File: config.mk
export PLATFORM = sky130hd
export DESIGN_NAME = evms_queue
export DESIGN_NICKNAME = d
export VERILOG_FILES = /design/src/design/evms_pkg.sv /design/src/design/evms_queue.sv
export SDC_FILE = /design/constraint.sdc
export NUM_CORES = 1
export LEC_CHECK = 0
export BUFFER_PORTS_ARGS = -buffer_cell sky130_fd_sc_hd__buf_2
export CAP_MARGIN = 20
export CORE_MARGIN = 2
export CORE_UTILIZATION = 45
export CTS_BUF_LIST = sky130_fd_sc_hd__clkbuf_8
export CTS_CLUSTER_DIAMETER = 60
export DETAILED_ROUTE_END_ITERATION = 8
export GPL_TIMING_DRIVEN = 0
export REMOVE_ABC_BUFFERS = 1
export SYNTH_ARGS = -nofsm -noshare
export SYNTH_HDL_FRONTEND = slang
export SYNTH_SLANG_ARGS = --single-unit
File: constraint.sdc
create_clock -name i_clk -period 8 [get_ports i_clk]
set_input_delay 0.4 -clock i_clk [delete_from_list [all_inputs] [get_ports i_clk]]
set_output_delay 0.4 -clock i_clk [all_outputs]
set_load 0.01 [all_outputs]
File: src/design/evms_pkg.sv
// shared types and constants for the element von mises stress block
package evms_pkg;

    localparam int MAX_ELEMENTS = 65536;
    localparam int CNT_W        = $clog2(MAX_ELEMENTS);
    localparam int DISP_W       = 16;
    localparam int DIFF_W       = DISP_W + 1;
    localparam int SHEAR_W      = DISP_W + 3;
    localparam int STRESS_W     = 51;
    localparam int NUM_W        = 16;
    localparam int SQ_W         = 2 * DIFF_W;
    localparam int CSQ_W        = 2 * SHEAR_W;
    localparam int SUM_W        = 40;
    localparam int PSUM_W       = 37;
    localparam int QUEUE_DEPTH  = 4;
    localparam int QPTR_W       = $clog2(QUEUE_DEPTH);

    // s0 = 120*(2x+y), s1 = 120*(x+2y), t = 60*c
    // q = 10800 * (4*(x*x + x*y + y*y) + c*c)
    localparam logic [STRESS_W-1:0] STRESS_SCALE = STRESS_W'(10800);

    typedef logic signed [DISP_W-1:0]  t_disp;
    typedef logic signed [DIFF_W-1:0]  t_diff;
    typedef logic signed [SHEAR_W-1:0] t_shear;

    typedef struct packed {
        logic  plane_present;
        t_disp disp_origin_row;
        t_disp disp_origin_col;
        t_disp disp_below_row;
        t_disp disp_below_col;
        t_disp disp_right_row;
        t_disp disp_right_col;
        t_disp disp_diag_row;
        t_disp disp_diag_col;
        logic  last_cell;
    } t_cell_in;

    typedef struct packed {
        logic                element_valid;
        logic [NUM_W-1:0]    element_number;
        logic [STRESS_W-1:0] stress_lower;
        logic [STRESS_W-1:0] stress_upper;
        logic [STRESS_W-1:0] max_stress;
        logic                grid_done;
    } t_elem_out;

    typedef struct packed {
        t_diff  x;
        t_diff  y;
        t_shear c;
    } t_tri;

    typedef struct packed {
        logic present;
        logic last;
        t_tri lower;
        t_tri upper;
    } t_entry;

endpackage

File: src/design/evms_queue.sv
// short fifo of classified cells between front and back
module evms_queue import evms_pkg::*; (
    input  logic   i_clk,
    input  logic   i_rst_n,
    input  logic   i_push,
    input  t_entry i_push_data,
    output logic   o_full,
    input  logic   i_pop,
    output logic   o_not_empty,
    output t_entry o_pop_data
);

    t_entry              r_mem [QUEUE_DEPTH];
    logic [QPTR_W-1:0]   r_wr_ptr;
    logic [QPTR_W-1:0]   r_rd_ptr;
    logic [QPTR_W:0]     r_count;
    logic                do_push;
    logic                do_pop;

    assign o_full      = (r_count == (QPTR_W+1)'(QUEUE_DEPTH));
    assign o_not_empty = (r_count != '0);
    assign o_pop_data  = r_mem[r_rd_ptr];
    assign do_push     = i_push && !o_full;
    assign do_pop      = i_pop && o_not_empty;

    always_ff @(posedge i_clk) begin
        if (do_push) begin
            r_mem[r_wr_ptr] <= i_push_data;
        end
    end

    always_ff @(posedge i_clk) begin
        if (!i_rst_n) begin
            r_wr_ptr <= '0;
            r_rd_ptr <= '0;
            r_count  <= '0;
        end else begin
            if (do_push) begin
                r_wr_ptr <= r_wr_ptr + 1'b1;
            end
            if (do_pop) begin
                r_rd_ptr <= r_rd_ptr + 1'b1;
            end
            case ({do_push, do_pop})
                2'b10:   r_count <= r_count + 1'b1;
                2'b01:   r_count <= r_count - 1'b1;
                default: r_count <= r_count;
            endcase
        end
    end

endmodule

==> results of run 1 <==
sequential cells by signal, indices dropped and copies added (netlist names), named ones only:
register / flops
r_mem: 432
r_count: 3
r_rd_ptr: 2
r_wr_ptr: 2
per-layer routing:
layer	global-route usage [%]	vias to the layer above	part of all wire, %
met2	28.1	226	52
met4	6.31	2	1.9
met1	20.1	3959	39
met3	5.04	47	7.0
met5	0	-	0.036
li1	-	3425	-
kinds of logic (layout without fill, tap and decap cells):
kind of cell / Yosys count / count (layout)
AOI/OAI and AO/OA: 5 / 5
xor gates and xnor gates: 4 / 4
adders and majority gates: 6 / 6
buffers and inverters: 32 / 468
DFF: 441 / 441
muxes: 110 / 110
and+or+nand+nor: 18 / 18
layout by cell type (no fill, tap or decap), types with 3 or more instances in the layout:
| master | n |
|---|---|
| and2_1 | 3 |
| edfxtp_1 | 432 |
| clkinv_2 | 8 |
| nor2b_1 | 3 |
| nand2_1 | 5 |
| clkbuf_8 | 75 |
| inv_1 | 26 |
| xnor2_1 | 3 |
| buf_2 | 221 |
| ha_1 | 5 |
| buf_16 | 7 |
| clkinvlp_4 | 3 |
| mux4_2 | 108 |
| dfxtp_1 | 7 |
| dlygate4sd3_1 | 108 |
| clkinv_1 | 17 |
| and2_4 | 4 |
what timing repair did:
action | 4_1_cts | 5_1_grt
hold buffers | 108 | 0
hold endpoints to repair | 432 | 0
gates resized for setup | 0 | 0
cells in the mapped netlist:
cell,instances,area [um2]
and2_1,7,43.8
fa_1,1,20.0
dfxtp_1,9,180
a21boi_0,1,7.51
or3_1,2,12.5
buf_6,3,33.8
mux4_2,108,2430
nor3b_1,1,7.51
nand2_1,5,18.8
inv_1,6,22.5
nor2b_1,3,18.8
ha_1,5,62.6
buf_2,12,60.1
xor2_1,1,8.76
buf_8,1,15.0
mux2i_1,2,20.0
o31a_1,1,8.76
o21ai_0,2,10.0
edfxtp_1,432,13000
xnor2_1,3,26.3
o311ai_0,1,8.76
clkbuf_1,10,37.5
metrics by stage:
stage	area [um2]	setup WS (ns)	hold slack [ns]	total power (uW)	utilization (%)
6_report	20200	4.95	0.137	6020	57.1
5_1_grt	20200	4.72	0.114	6320	57.1
4_1_cts	20200	4.81	0.0791	6140	57.1
3_5_place_dp	17800	5.27	0.514	4310	50.3
3_3_place_gp	17600	0.379	0.474	4420	49.7
2_1_floorplan	15900	2.42	0.468	3840	-
worst min path at each step:
stage	startpoint	end	slack (ns)	depth (start not counted)
after floorplan	r_wr_ptr[1]$_SDFFE_PN0P_	r_wr_ptr[1]$_SDFFE_PN0P_	0.47	2
after global placement	r_wr_ptr[1]$_SDFFE_PN0P_	r_wr_ptr[1]$_SDFFE_PN0P_	0.47	2
after detailed placement	r_wr_ptr[0]$_SDFFE_PN0P_	r_wr_ptr[0]$_SDFFE_PN0P_	0.51	2
after CTS	i_rst_n	register	0.08	2
after global routing	i_rst_n	register	0.11	2
final	i_rst_n	register	0.14	2
area by class of cell:
| type | count | area (um2) |
|---|---|---|
| multi-input combinational | 143 | 2720 |
| tap | 461 | 577 |
| clock buffer | 75 | 1030 |
| fill | 2645 | 15200 |
| sequential | 441 | 13200 |
| timing repair buffer | 336 | 2380 |
| clock inverter | 51 | 270 |
| inverter | 6 | 22.5 |
power groups by stage:
stage          Combinational (uW)  Sequential, uW  Clock (uW)
4_1_cts                      1380            2920        1830
2_1_floorplan                 809            3030           0
3_5_place_dp                 1340            2970           0
3_3_place_gp                 1300            3120           0
5_1_grt                      1460            2940        1920
6_report                     1340            2920        1760
worst max-delay path, stage by stage (launching register included):
cell and delay (ns):
dfxtp_4 0.91, buf_16 0.36, mux4_2 0.57, buf_2 0.16
==> results.cfg, run 1 <==
[placement]
gp_congestion = 0.708
io_buffers = 221
hpwl_um = 16800
placed_cells = 1279

[routing]
wl_per_cell_um = 20.0
remaining_drc_errors = 0
vias = 7659
postRouteAntennaNets = 0
drt_iter0_drc = 437
drtPass1Iterations = 5
vias_per_cell = 5.06
totalWireLength_um = 30300

[power]
p_per_area_mw_per_mm2 = 299
comb_power_share_pct = 22.3
pwr-share-clk_pct = 29.3
power_leakage_uw = 0.00687
max-vdd-ir-drop_mv = 0.176
p_switching_uw = 1610
seqPwrFrac_pct = 48.4
p_int_uw = 4420
swShare_pct = 26.7

[die]
placementRows = 69
die-width_um = 193
die-area_mm2 = 0.0371
core-area_mm2 = 0.0353
die_h_um = 193
start_util_pct = 45.4
io_pins = 222

[critical_path]
crit_required_ns = 7.60
r2r_end = r_mem[0][81]$_DFFE_PP_
r2r-start = r_count[0]$_SDFFE_PN0P_
cp-endpoint = o_pop_data[75]
worstPathMaxFanout = 40
crit_path_end_kind = output port
critPathArrivalTime_ns = 2.65
crit_type = reg -> out
startpoint_type = register
reg2reg_depth = 4
worst-r2r-setup-slack_ns = 5.31

[layout]
layout.nets = 1117
diodes = 0
drive_gt1_share_pct = 41.0
area_delta_synth_final_pct = 25.8
finalNonFillerCells = 1513

[synthesis]
yosysWarnings = 0
synth_compound_area_share_pct = 0.219
synth_top_family_by_area = multiplexers
synthSimpleGateAreaFrac_pct = 0.632
synthAdderAreaFrac_pct = 0.515
yosys.cell_types.count = 22
muxShareOfSynthArea_pct = 15.3
seq_area_frac_synth_pct = 82.1
syn_area_mm2 = 0.0160
synthCells = 616
avgSynthCellArea_um2 = 26.0
synth-xor-area-share_pct = 0.219
ys_seq_elements = 441

[global_route]
grt_pass1_wl_um = 46000
grt_pass1_vias = 8440
track_usage_pct = 16.6
overflow = 0
grt_start_max_net_pins = 61
antenna_found_initial = 1

[clock_tree]
cts_tree = done
clk_latency_ns = 0.61
cts_made_buffers = 71
post_cts_buffers = 0
htreeDepth = 3
cts-root-buf = clkbuf_8
clock_sinks = 441
ctsLongestPathBuffers = 3
clk_pin_slew_ns = 0.06

[run]
drv_cap = 0

[hold_path]
hold_path.class = in -> reg

[sta]
hold_violations = 0
fin_crit_ns = 3.05
tightest_slew_ns = 0.917
maxSlewViolCount = 0
finalSetupViolations = 0
final.setup.tns_ns = 0
rsz0062_at_grt = false
timing.slew.headroom_pct = 38.8
fin_skew_ns = 0.0150
fmax_ghz = 0.328
layout_worst_path_cycle_share_pct = 38.1

[outcome]
status = finished clean
Power figures use the tool's default switching activity.
==> run 2: changes to the inputs <==
==> constraint.sdc (replaced) <==
create_clock -name i_clk -period 3 [get_ports i_clk]
set_input_delay 0.15 -clock i_clk [delete_from_list [all_inputs] [get_ports i_clk]]
set_output_delay 0.15 -clock i_clk [all_outputs]
set_load 0.01 [all_outputs]
==> results.cfg, run 2 (synthesis gave the netlist of run 1 again) <==
[outcome]
status = finished clean

[clock_tree]
cts_made_buffers = 71
clock_sinks = 441
ctsResizeCount = 0
htreeDepth = 3
clk_latency_ns = 0.61
ctsLongestPathBuffers = 3
clk_pin_slew_ns = 0.06
cts-root-buf = clkbuf_8
cts_tree = done

[die]
start_util_pct = 45.4
die_h_um = 193
die-width_um = 193
placementRows = 69
io_pins = 222
core-area_mm2 = 0.0353
die-area_mm2 = 0.0371

[layout]
finalNonFillerCells = 1515
final_cell_mix = edfxtp_1, buf_2, dlygate4sd3_1
area_delta_synth_final_pct = 26.0
drive_gt1_share_pct = 41.0
layout.cells.most_common = edfxtp_1
diodes = 0
layout.nets = 1119
largest_register_ffs = 432
reg.largest.list = r_mem: 432 flops, r_count: 3 flops
top_register = r_mem

[critical_path]
critPathMaxStageDelay_ns = 0.87
critPathArrivalTime_ns = 2.96
cp_slowest_cell = and2_4
startpoint_type = register
crit_path_end_kind = register
crit_type = reg -> reg
worstPathMaxFanout = 55
path_cells = nor3b_1 -> nor2b_1 -> and2_4 -> buf_16
crit_required_ns = 3.26

[sta]
layout_worst_path_cycle_share_pct = 89.9
timing.slew.headroom_pct = 38.2
rsz0062_at_grt = false
fin_crit_ns = 2.70
final.setup.tns_ns = 0
fmax_ghz = 0.371
fin_skew_ns = 0.0175
hold_violations = 0
tightest_slew_ns = 0.928
finalSetupViolations = 0
maxSlewViolCount = 0

[global_route]
grt_start_max_net_pins = 61
antenna_found_initial = 1
overflow = 0
grt_pass1_wl_um = 46000
track_usage_pct = 16.6
grt_pass1_vias = 8445

[power]
power_leakage_uw = 0.00689
comb_power_share_pct = 23.0
p_per_area_mw_per_mm2 = 799
swShare_pct = 26.8
p_switching_uw = 4320
max-vdd-ir-drop_mv = 0.470
pwr-share-clk_pct = 29.2
seqPwrFrac_pct = 47.8
p_int_uw = 11800

[placement]
hpwl_um = 16800
io_buffers = 221
placed_cells = 1279
gp_congestion = 0.708

[run]
drv_cap = 0

[routing]
vias = 7750
vias_per_cell = 5.12
drt_iter0_drc = 446
wl_per_cell_um = 20.3
drtPass1Iterations = 4
totalWireLength_um = 30700
remaining_drc_errors = 0
postRouteAntennaNets = 0

[hold_path]
hold_path.class = in -> reg
run 2: cell types whose count changed in the layout (fill, tap and decap cells not counted), sizes merged:
cell	previous run	this run
buf	228	229
dlygate4sd3	108	109
run 2: worst max-delay path, delay by kind of cell (launching register included):
kind                   cells  cell delay [ns]
AND/OR/NAND/NOR            3             1.48
buffers and inverters      1             0.37
flip-flops                 1             0.45
run 2: routing by layer:
layer	track usage, %	wire, um	part of all wire [%]	vias up
met3	5.00	2240	7.3	52
met2	28.1	15900	52	247
met4	6.31	622	2.0	2
met1	20.1	12000	39	4016
li1	-	-	-	3433
met5	0	11	0.036	-
run 2: final cells by class:
cell class / count / area, um2
well taps: 461 / 577
clock inverters: 51 / 270
multi-input cells: 143 / 2720
inverters: 6 / 22.5
clock buffers: 75 / 1030
flip-flops and latches: 441 / 13200
repair buffers: 338 / 2410
fillers: 2646 / 15100
run 2: path summary, 6_finish.rpt:
kind / slack, ns / cells past startpoint / from / end
min: 0.07 / 3 / i_push / r_wr_ptr[0]$_SDFFE_PN0P_
max reg2reg: 0.30 / 4 / r_count[0]$_SDFFE_PN0P_ / r_mem[0][81]$_DFFE_PP_
min reg2reg: 0.52 / 2 / r_wr_ptr[0]$_SDFFE_PN0P_ / r_wr_ptr[0]$_SDFFE_PN0P_
max: 0.30 / 4 / r_count[0]$_SDFFE_PN0P_ / r_mem[0][81]$_DFFE_PP_
run 2: power by group through the flow:
| stage | registers, uW | clock network (uW) | logic (uW) |
|---|---|---|---|
| after floorplan | 8000 | 0 | 1890 |
| after CTS | 7800 | 4880 | 3690 |
| after global routing | 7770 | 5130 | 4010 |
| after global placement | 8100 | 0 | 2640 |
| final | 7720 | 4710 | 3710 |
| after detailed placement | 7920 | 0 | 3560 |
run 2: per-stage QoR:
step / utilization, % / setup WS [ns] / cell area [um2] / hold WS, ns / total power, uW
6_report: 57.2 / 0.304 / 20200 / 0.0734 / 16100
3_5_place_dp: 50.3 / 0.273 / 17800 / 0.368 / 11500
5_1_grt: 57.2 / 0.155 / 20200 / 0.0658 / 16900
2_1_floorplan: - / -2.33 / 15900 / 0.249 / 9880
4_1_cts: 57.1 / 0.0594 / 20200 / 0.0171 / 16400
3_3_place_gp: 49.7 / -4.37 / 17600 / 0.359 / 10700
run 2: what timing repair did:
action                                 4_1_cts  5_1_grt
endpoints found under the hold margin      441        0
hold buffers                               109        0
setup endpoints to repair                    0       13
setup buffers                                0        1
