`src/design/evms_pkg.sv`:
```
// shared types and constants for the element von mises stress block
package evms_pkg;

    localparam int MAX_ELEMENTS = 65536;
    localparam int CNT_W        = $clog2(MAX_ELEMENTS);
    localparam int DISP_W       = 16;
    localparam int DIFF_W       = DISP_W + 1;
    localparam int SHEAR_W      = DISP_W + 3;
    localparam int STRESS_W     = 51;
    localparam int NUM_W        = 16;
    localparam int SQ_W         = 2 * DIFF_W;
    localparam int CSQ_W        = 2 * SHEAR_W;
    localparam int SUM_W        = 40;
    localparam int PSUM_W       = 37;
    localparam int QUEUE_DEPTH  = 4;
    localparam int QPTR_W       = $clog2(QUEUE_DEPTH);

    // s0 = 120*(2x+y), s1 = 120*(x+2y), t = 60*c
    // q = 10800 * (4*(x*x + x*y + y*y) + c*c)
    localparam logic [STRESS_W-1:0] STRESS_SCALE = STRESS_W'(10800);

    typedef logic signed [DISP_W-1:0]  t_disp;
    typedef logic signed [DIFF_W-1:0]  t_diff;
    typedef logic signed [SHEAR_W-1:0] t_shear;

    typedef struct packed {
        logic  plane_present;
        t_disp disp_origin_row;
        t_disp disp_origin_col;
        t_disp disp_below_row;
        t_disp disp_below_col;
        t_disp disp_right_row;
        t_disp disp_right_col;
        t_disp disp_diag_row;
        t_disp disp_diag_col;
        logic  last_cell;
    } t_cell_in;

    typedef struct packed {
        logic                element_valid;
        logic [NUM_W-1:0]    element_number;
        logic [STRESS_W-1:0] stress_lower;
        logic [STRESS_W-1:0] stress_upper;
        logic [STRESS_W-1:0] max_stress;
        logic                grid_done;
    } t_elem_out;

    typedef struct packed {
        t_diff  x;
        t_diff  y;
        t_shear c;
    } t_tri;

    typedef struct packed {
        logic present;
        logic last;
        t_tri lower;
        t_tri upper;
    } t_entry;

endpackage

```
`src/design/evms_front.sv`:
```
// front end: classifies a cell and reduces each triangle to its difference terms
module evms_front import evms_pkg::*; (
    input  t_cell_in i_cell,
    output t_entry   o_entry
);

    t_tri lower;
    t_tri upper;

    always_comb begin
        lower.x = DIFF_W'(i_cell.disp_below_row) - DIFF_W'(i_cell.disp_origin_row);
        lower.y = DIFF_W'(i_cell.disp_right_col) - DIFF_W'(i_cell.disp_origin_col);
        lower.c = SHEAR_W'(i_cell.disp_below_col) + SHEAR_W'(i_cell.disp_right_row)
                - SHEAR_W'(i_cell.disp_origin_row) - SHEAR_W'(i_cell.disp_origin_col);

        upper.x = DIFF_W'(i_cell.disp_right_row) - DIFF_W'(i_cell.disp_diag_row);
        upper.y = DIFF_W'(i_cell.disp_below_col) - DIFF_W'(i_cell.disp_diag_col);
        upper.c = SHEAR_W'(i_cell.disp_right_col) + SHEAR_W'(i_cell.disp_below_row)
                - SHEAR_W'(i_cell.disp_diag_row) - SHEAR_W'(i_cell.disp_diag_col);

        o_entry.present = i_cell.plane_present;
        o_entry.last    = i_cell.last_cell;
        // empty cell: zero terms give zero stress
        o_entry.lower   = i_cell.plane_present ? lower : '0;
        o_entry.upper   = i_cell.plane_present ? upper : '0;
    end

endmodule

```
`config.mk`:
```
export PLATFORM = sky130hd
export DESIGN_NAME = evms_front
export DESIGN_NICKNAME = d
export VERILOG_FILES = /design/src/design/evms_pkg.sv /design/src/design/evms_front.sv
export SDC_FILE = /design/constraint.sdc
export NUM_CORES = 1
export LEC_CHECK = 0
export BUFFER_PORTS_ARGS = -buffer_cell sky130_fd_sc_hd__buf_2
export CAP_MARGIN = 20
export CORE_UTILIZATION = 49
export DETAILED_ROUTE_END_ITERATION = 7
export PLACE_DENSITY = 0.81
export SYNTH_ARGS = -nofsm -noshare
export SYNTH_HDL_FRONTEND = slang
export SYNTH_SLANG_ARGS = --single-unit
```
`constraint.sdc`:
```
create_clock -name vclk -period 4.3
set_clock_uncertainty 0.05 [all_clocks]
set_input_delay 0.645 -clock vclk [all_inputs]
set_output_delay 0.645 -clock vclk [all_outputs]
set_load 0.005 [all_outputs]
```
==> impl_metrics.tcl, run 1 <==
set metrics [dict create \
    run_status "complete, but fails checks" \
    violations "setup timing" \
    critPathLaunchType "input pin" \
    synth_area_leaders "fa_1, ha_1, inv_1, nor2_1, a21oi_1" \
    rows 44 \
    die_area_um2 15400 \
    route.detailed.drc 0 \
    p_sw_share_pct 53.3 \
    final-seq-area_um2 0 \
    critPathRequiredTime_ns 3.61 \
    finalHoldViolations 0 \
    grt_max_degree 40 \
    avgRoutedWirePerCell_um 16.9 \
    worst_pin_slew_ns 0.751 \
    min_period_over_period_pct 103 \
    multi_input_area_um2 6570 \
    grt_pass1_wl_mm 36.7 \
    slew_violations 0 \
    p_sw_mw 1.39 \
    critPathMaxFanout 3 \
    drive_gt1_share_pct 26.9 \
    synth_fp_nets 1326 \
    start_util_pct 50.2 \
    netlist_area_um2 7300 \
    port_buffers 236 \
    synth_top_cell_by_area "fa_1" \
    track_usage_pct 31.1 \
    dp_slack_ns -0.293 \
    place.gp.congestion 0.981 \
    min-delay-start "i_cell[0]" \
    min_period_ns 4.42 \
    maxCapViolations 0 \
    nClkBuffers 0 \
    fin_ws_ns -0.117 \
    power_leakage_nw 5.23 \
    combPwrFrac_pct 100.0 \
    syn_area_per_cell_um2 7.13 \
    ys_top_cells_by_count "inv_1, ha_1, nor2_1, fa_1, a21oi_1" \
    antenna_left 0 \
    overflow 0 \
    power.density_nw_per_um2 279 \
    routed_via_density 5.57 \
    worstSetupEndpointType "primary output" \
    wl_mm 25.2 \
    grt_antenna_before_repair 5 \
    core_um2 14500 \
    rsz0062_at_grt "true" \
    crit_arrival_ns 3.72 \
    finalSetupViolations 5 \
    dr.pass1.iters 5 \
    die_h_um 124 \
    yosys_warnings 0 \
    seq_cell_count 0 \
    synthesis.instances 1024 \
    grt_pass1_vias 7602 \
    fillCellCount 1360 \
    io_pins 238 \
    fmax_ghz 0.226 \
    internal_power_mw 1.21 \
    dp_hpwl_mm 21.7 \
    drtIter0Drc 465 \
    syn_to_final_growth_pct 27.6 \
    hold_ws_ns 1.24 \
    netlist.area_leader.share_pct 19.2 \
    vias 8287 \
    min_path_cells 0 \
    final_nets 1605 \
    die_width_um 124 \
    min_to "o_entry[106]" \
    yosysUniqueCellTypes 66 \
    synth.most_common_cell "inv_1" \
    criticalPathCategory "in -> out" \
    pwr-share-clk_pct 0 \
    power_frac_seq_pct 0 \
    seq_area_frac_synth_pct 0 \
    ir_drop_uv 191 \
    slew_headroom_pct 49.8 \
    min_path_type "in -> out" \
]
how the worst max path moves through the flow:
stage                        endpoint  cells after the start  slack (ns)  startpoint
after floorplan           o_entry[16]                     12        0.08   i_cell[1]
after global placement    o_entry[16]                     14       -0.28  i_cell[17]
after detailed placement  o_entry[16]                     14       -0.29  i_cell[17]
after CTS                 o_entry[16]                     14       -0.16   i_cell[1]
after global routing      o_entry[16]                     14       -0.24   i_cell[1]
final                     o_entry[16]                     14       -0.12   i_cell[1]
per-layer routing:
metal | global-route usage, % | vias to the layer above | wire [µm]
met1 | 38.9 | 3801 | 10600
met4 | 14.2 | 4 | 1340
met3 | 3.57 | 77 | 1760
met2 | 53.2 | 371 | 11500
li1 | - | 4034 | -
met5 | 0 | - | 27
per-stage QoR:
step | utilization, % | setup TNS (ns) | instance area (µm²) | cells | power, mW
2_1_floorplan | - | 0 | 7300 | 1024 | 1.55
3_3_place_gp | 62.1 | -1.38 | 9030 | 1479 | 2.35
3_5_place_dp | 62.1 | -1.66 | 9030 | 1479 | 2.41
4_1_cts | 63.0 | -0.215 | 9150 | 1481 | 2.48
5_1_grt | 64.1 | -1.22 | 9310 | 1487 | 2.89
6_report | 64.1 | -0.262 | 9320 | 1489 | 2.60
critical path, stage by stage:
cell      delay (ns)
buf_6           0.07
inv_2           0.03
fa_1            0.53
inv_1           0.05
fa_1            0.49
inv_2           0.05
ha_4            0.16
fa_2            0.35
a21oi_2         0.17
o211ai_1        0.19
a311o_1         0.41
o31ai_2         0.25
mux2i_1         0.20
buf_2           0.12
cells in the final DEF, fill, tap and decap left out, types with 14 or more instances in the layout:
cell      Yosys  final
buf_2         1    231
a21oi_1      57     52
nor2b_1      16     15
nand2b_1     19     19
mux2i_1      15     15
fa_1         70     68
inv_1       217    209
xor2_1       24     24
nor2_1       97     95
nand3_1      18     17
and2_1       15     15
o21ai_0      52     48
nand2_1      55     55
nor3_1       36     33
ha_1        102     97
a21o_1       27     27
o21a_1       23     22
xnor2_1      24     23
buf_4         2     63
a211oi_1     17     14
what timing repair did:
action	in CTS	in global routing
setup buffers	2	4
hold buffers	0	0
setup endpoints to repair	16	16
hold endpoints to repair	0	0
resized for setup	29	30
pin swaps	16	20
power groups by stage:
stage | Combinational, mW | Clock, mW | Sequential, mW
floorplan | 1.55 | 0 | 0
global placement | 2.35 | 0 | 0
detailed placement | 2.41 | 0 | 0
CTS | 2.48 | 0 | 0
global route | 2.89 | 0.0000000622 | 0
finish | 2.60 | 0.000000124 | 0
layout make-up:
cell class / count / share of cell area (%)
antenna: 4 / 0.107
inverter: 217 / 8.80
multi-input combinational: 785 / 70.5
tap: 184 / 2.47
timing repair buffer: 299 / 18.1
cells by family after synthesis:
kind of cell	synth area share, %
simple gates	19.9
xor+xnor	5.76
fa+ha+maj	36.7
compound gates	23.0
mux	2.06
buf+inv	12.6
Power figures use the tool's default switching activity.
==> inputs of run 2 (changes only) <==
--- a/config.mk
+++ b/config.mk
@@ -7,9 +7,8 @@
 export LEC_CHECK = 0
 export BUFFER_PORTS_ARGS = -buffer_cell sky130_fd_sc_hd__buf_2
 export CAP_MARGIN = 20
-export CORE_UTILIZATION = 49
+export CORE_UTILIZATION = 35
 export DETAILED_ROUTE_END_ITERATION = 7
-export PLACE_DENSITY = 0.81
 export SYNTH_ARGS = -nofsm -noshare
 export SYNTH_HDL_FRONTEND = slang
 export SYNTH_SLANG_ARGS = --single-unit
==> impl_metrics.tcl, run 2 (synthesis results as in run 1) <==
set metrics [dict create \
    die_h_um 146 \
    finalSetupViolations 6 \
    place_area_um2 9260 \
    dp_hpwl_mm 23.2 \
    combPwrFrac_pct 100.0 \
    rows 52 \
    min_period_ns 4.43 \
    seq_cell_count 0 \
    final-seq-area_um2 0 \
    grt_max_degree 47 \
    min_path_cells 0 \
    fillCellCount 2156 \
    dr.pass1.iters 5 \
    layout_common_cells "buf_2, inv_1, nor2_1, ha_1, buf_4" \
    overflow 0 \
    critPathBufInv 7 \
    power_leakage_nw 5.36 \
    drive_gt1_share_pct 29.1 \
    startpoint "i_cell[1]" \
    vias 8207 \
    ir_drop_uv 132 \
    place.gp.congestion 0.930 \
    drtIter0Drc 441 \
    pwr-share-clk_pct 0 \
    syn_to_final_growth_pct 33.1 \
    rsz0062_at_grt "true" \
    maxCapViolations 0 \
    worstPathCellList "buf_8, inv_4, fa_1, inv_1, fa_1, inv_2, ha_4, fa_2, a21oi_2, o211ai_1, a311o_1, buf_4, buf_6, xnor2_2, nor2_1, buf_2" \
    track_usage_pct 24.1 \
    power.density_nw_per_um2 284 \
    power_frac_seq_pct 0 \
    nClkBuffers 0 \
    worst_pin_slew_ns 0.701 \
    route.detailed.drc 0 \
    worstSetupEndpointType "primary output" \
    final_common_cell "buf_2" \
    io_pins 238 \
    p_sw_share_pct 52.0 \
    port_buffers 236 \
    critical-path-max-stage-delay_ns 0.53 \
    core_um2 20400 \
    setup-tns-final_ns -0.460 \
    antenna_left 0 \
    hold_ws_ns 1.24 \
    routed_via_density 5.15 \
    power.total_mw 2.76 \
    fmax_ghz 0.226 \
    crit_family "adder cells" \
    min_period_over_period_pct 103 \
    final_area_um2 9710 \
    fin_ws_ns -0.126 \
    slew_headroom_pct 53.2 \
    min-delay-start "i_cell[0]" \
    start_util_pct 35.9 \
    ctsHoldBuffers 0 \
    critPathLaunchType "input pin" \
    internal_power_mw 1.33 \
    crit_arrival_ns 3.73 \
    p_sw_mw 1.44 \
    grt_pass1_wl_mm 40.3 \
    grt_antenna_before_repair 5 \
    slew_violations 0 \
    avgRoutedWirePerCell_um 16.8 \
    final_nets 1625 \
    finalHoldViolations 0 \
    run_status "complete, but fails checks" \
    die_width_um 146 \
    die_area_um2 21400 \
    cpMaxStageDelayCell "fa_1" \
    violations "setup timing" \
    wl_mm 26.7 \
    critPathMostFrequentCell "fa_1" \
    critPathMaxFanout 2 \
    min_path_type "in -> out" \
    criticalPathCategory "in -> out" \
    critPathRequiredTime_ns 3.61 \
    grt_pass1_vias 7526 \
    path_depth 16 \
]
-- run 2: changes by cell type in the layout (fill, tap and decap cells not counted), sizes merged --
cell	before	now
buf	299	319
diode	4	3
-- run 2: repair_timing --
action | CTS | global route
cloned | 0 | 0
setup endpoints to repair | 16 | 18
pin swaps | 22 | 33
buffers inserted | 3 | 8
endpoints found under the hold margin | 0 | 0
resized for setup | 37 | 54
-- run 2: layout make-up --
type / instances / area, µm² / area share (%)
multi-input cells: 785 / 6680 / 68.7
repair buffers: 319 / 1870 / 19.3
inverters: 217 / 820 / 8.44
well taps: 270 / 338 / 3.48
diodes: 3 / 7.51 / 0.0773
-- run 2: worst paths after layout --
kind	slack [ns]	endpoint
hold / removal	1.24	o_entry[106]
setup / recovery	-0.13	o_entry[14]
-- run 2: per-layer routing --
layer | vias up | track usage [%] | wire length (µm)
met4 | 6 | 2.55 | 371
li1 | 4058 | - | -
met5 | - | 0 | 37
met1 | 3781 | 33.6 | 12000
met3 | 24 | 2.38 | 1840
met2 | 338 | 41.2 | 12500
-- run 2: power by group through the flow --
stage	clock, mW	combinational (mW)	sequential (mW)
final	0.0000000934	2.76	0
after global routing	0	3.08	0
after CTS	0	2.58	0
after detailed placement	0	2.49	0
after global placement	0	2.49	0
after floorplan	0	1.55	0
-- run 2: stage by stage --
step | util, % | std cells | setup WS [ns]
floorplan | - | 1024 | 0.0844
global route | 47.7 | 1591 | -0.293
finish | 47.7 | 1594 | -0.126
global placement | 45.5 | 1581 | -0.351
CTS | 46.2 | 1583 | -0.224
detailed placement | 45.5 | 1581 | -0.383
==> inputs of run 3 (changes only) <==
--- a/config.mk
+++ b/config.mk
@@ -9,6 +9,7 @@
 export CAP_MARGIN = 20
 export CORE_UTILIZATION = 35
 export DETAILED_ROUTE_END_ITERATION = 7
+export GPL_TIMING_DRIVEN = 0
 export SYNTH_ARGS = -nofsm -noshare
 export SYNTH_HDL_FRONTEND = slang
 export SYNTH_SLANG_ARGS = --single-unit
==> impl_metrics.tcl, run 3 (synthesis results as in run 1) <==
set metrics [dict create \
    fmax_ghz 0.222 \
    seq_cell_count 0 \
    min_to "o_entry[106]" \
    final_common_cell "buf_2" \
    drive_gt1_share_pct 25.7 \
    grt_pass1_wl_mm 41.8 \
    slew_headroom_pct 20.1 \
    syn_to_final_growth_pct 28.1 \
    dr.pass1.iters 5 \
    fin_cells 1550 \
    hold_ws_ns 1.41 \
    core_um2 20400 \
    min-delay-start "i_cell[0]" \
    antenna_left 0 \
    port_buffers 236 \
    layout_common_cells "buf_2, inv_1, nor2_1, ha_1, fa_1" \
    worstSetupEndpointType "primary output" \
    grt_max_degree 11 \
    power_leakage_nw 5.09 \
    min_period_over_period_pct 105 \
    avgRoutedWirePerCell_um 18.0 \
    maxCapViolations 0 \
    routed_via_density 5.25 \
    critPathMaxFanout 2 \
    min_path_cells 2 \
    final_nets 1582 \
    run_status "complete, but fails checks" \
    grt_antenna_before_repair 4 \
    ir_drop_uv 150 \
    post-route-util_pct 45.9 \
    critPathRequiredTime_ns 3.61 \
    rsz0062_at_grt "true" \
    rows 52 \
    place.gp.congestion 0.949 \
    finalHoldViolations 0 \
    critPathLaunchType "input pin" \
    power.density_nw_per_um2 276 \
    wl_mm 28.0 \
    violations "setup timing" \
    track_usage_pct 25.2 \
    placedCellCount 1530 \
    die_area_um2 21400 \
    die_width_um 146 \
    route.detailed.drc 0 \
    slew_violations 0 \
    ctsHoldBuffers 0 \
    finalSetupViolations 7 \
    criticalPathCategory "in -> out" \
    nClkBuffers 0 \
    crit_arrival_ns 3.81 \
    dp_hpwl_mm 24.1 \
    drtIter0Drc 444 \
    io_pins 238 \
    overflow 0 \
    worst_pin_slew_ns 1.17 \
    start_util_pct 35.9 \
    fin_ws_ns -0.208 \
    vias 8137 \
    min_period_ns 4.51 \
    grt_pass1_vias 7727 \
    min_path_type "in -> out" \
    die_h_um 146 \
    final-seq-area_um2 0 \
]
## run 3: cell count changes in the layout (fill, tap and decap cells not counted), moves of 3 or more
cell      delta
buf_1        +4
buf_4       -58
clkbuf_1    +12
buf_2        +3
nor2_1       -3
buf_6        -6
## run 3: routing by layer
metal	vias to the layer above	global-route usage, %	part of all wire (%)
met5	-	0	0.079
met4	4	5.52	2.2
met3	28	2.63	7.1
met2	328	42.7	46
met1	3811	34.4	45
li1	3966	-	-
## run 3: critical path, cell delays in order
cell	delay (ns)
buf_8	0.08
inv_4	0.03
fa_1	0.55
inv_2	0.04
fa_1	0.49
inv_2	0.04
ha_4	0.16
fa_2	0.36
a21oi_2	0.17
o211ai_1	0.19
a311o_1	0.42
o31ai_2	0.24
mux2i_1	0.25
buf_2	0.14
## run 3: where the power goes
part / switching, mW / internal (mW)
Clock: 0 / 0.0000000623
Sequential: 0 / 0
Combinational: 1.43 / 1.15
Total: 1.43 / 1.15
## run 3: repair_timing
item                       CTS  global route
setup endpoints to repair   17            14
buffers inserted             7            13
gates resized for setup     46            47
cloned                       0             0
pin swaps                   17            30
## run 3: layout make-up
cell class                 count  area [µm²]
fill                        2228       11000
inverter                     217         820
multi-input combinational    785        6720
buffer                        20        98.8
timing repair buffer         256        1370
tap                          270         338
antenna                        2        5.00
## run 3: metrics by stage
stage	worst slack, ns	power, mW	instance area (µm²)	setup TNS (ns)
detailed placement	-0.474	2.25	8820	-3.46
CTS	-0.243	2.40	9050	-0.372
global route	-0.280	2.88	9350	-1.52
floorplan	0.0844	1.55	7300	0
finish	-0.208	2.58	9350	-0.559
global placement	-0.444	2.23	8820	-3.21
## run 3: worst max path at each step
stage | from | end | slack [ns] | cells past startpoint
5_1_grt | i_cell[1] | o_entry[16] | -0.28 | 14
3_5_place_dp | i_cell[17] | o_entry[16] | -0.47 | 14
3_3_place_gp | i_cell[17] | o_entry[16] | -0.44 | 14
6_report | i_cell[1] | o_entry[16] | -0.21 | 14
2_1_floorplan | i_cell[1] | o_entry[16] | 0.08 | 12
4_1_cts | i_cell[1] | o_entry[16] | -0.24 | 14
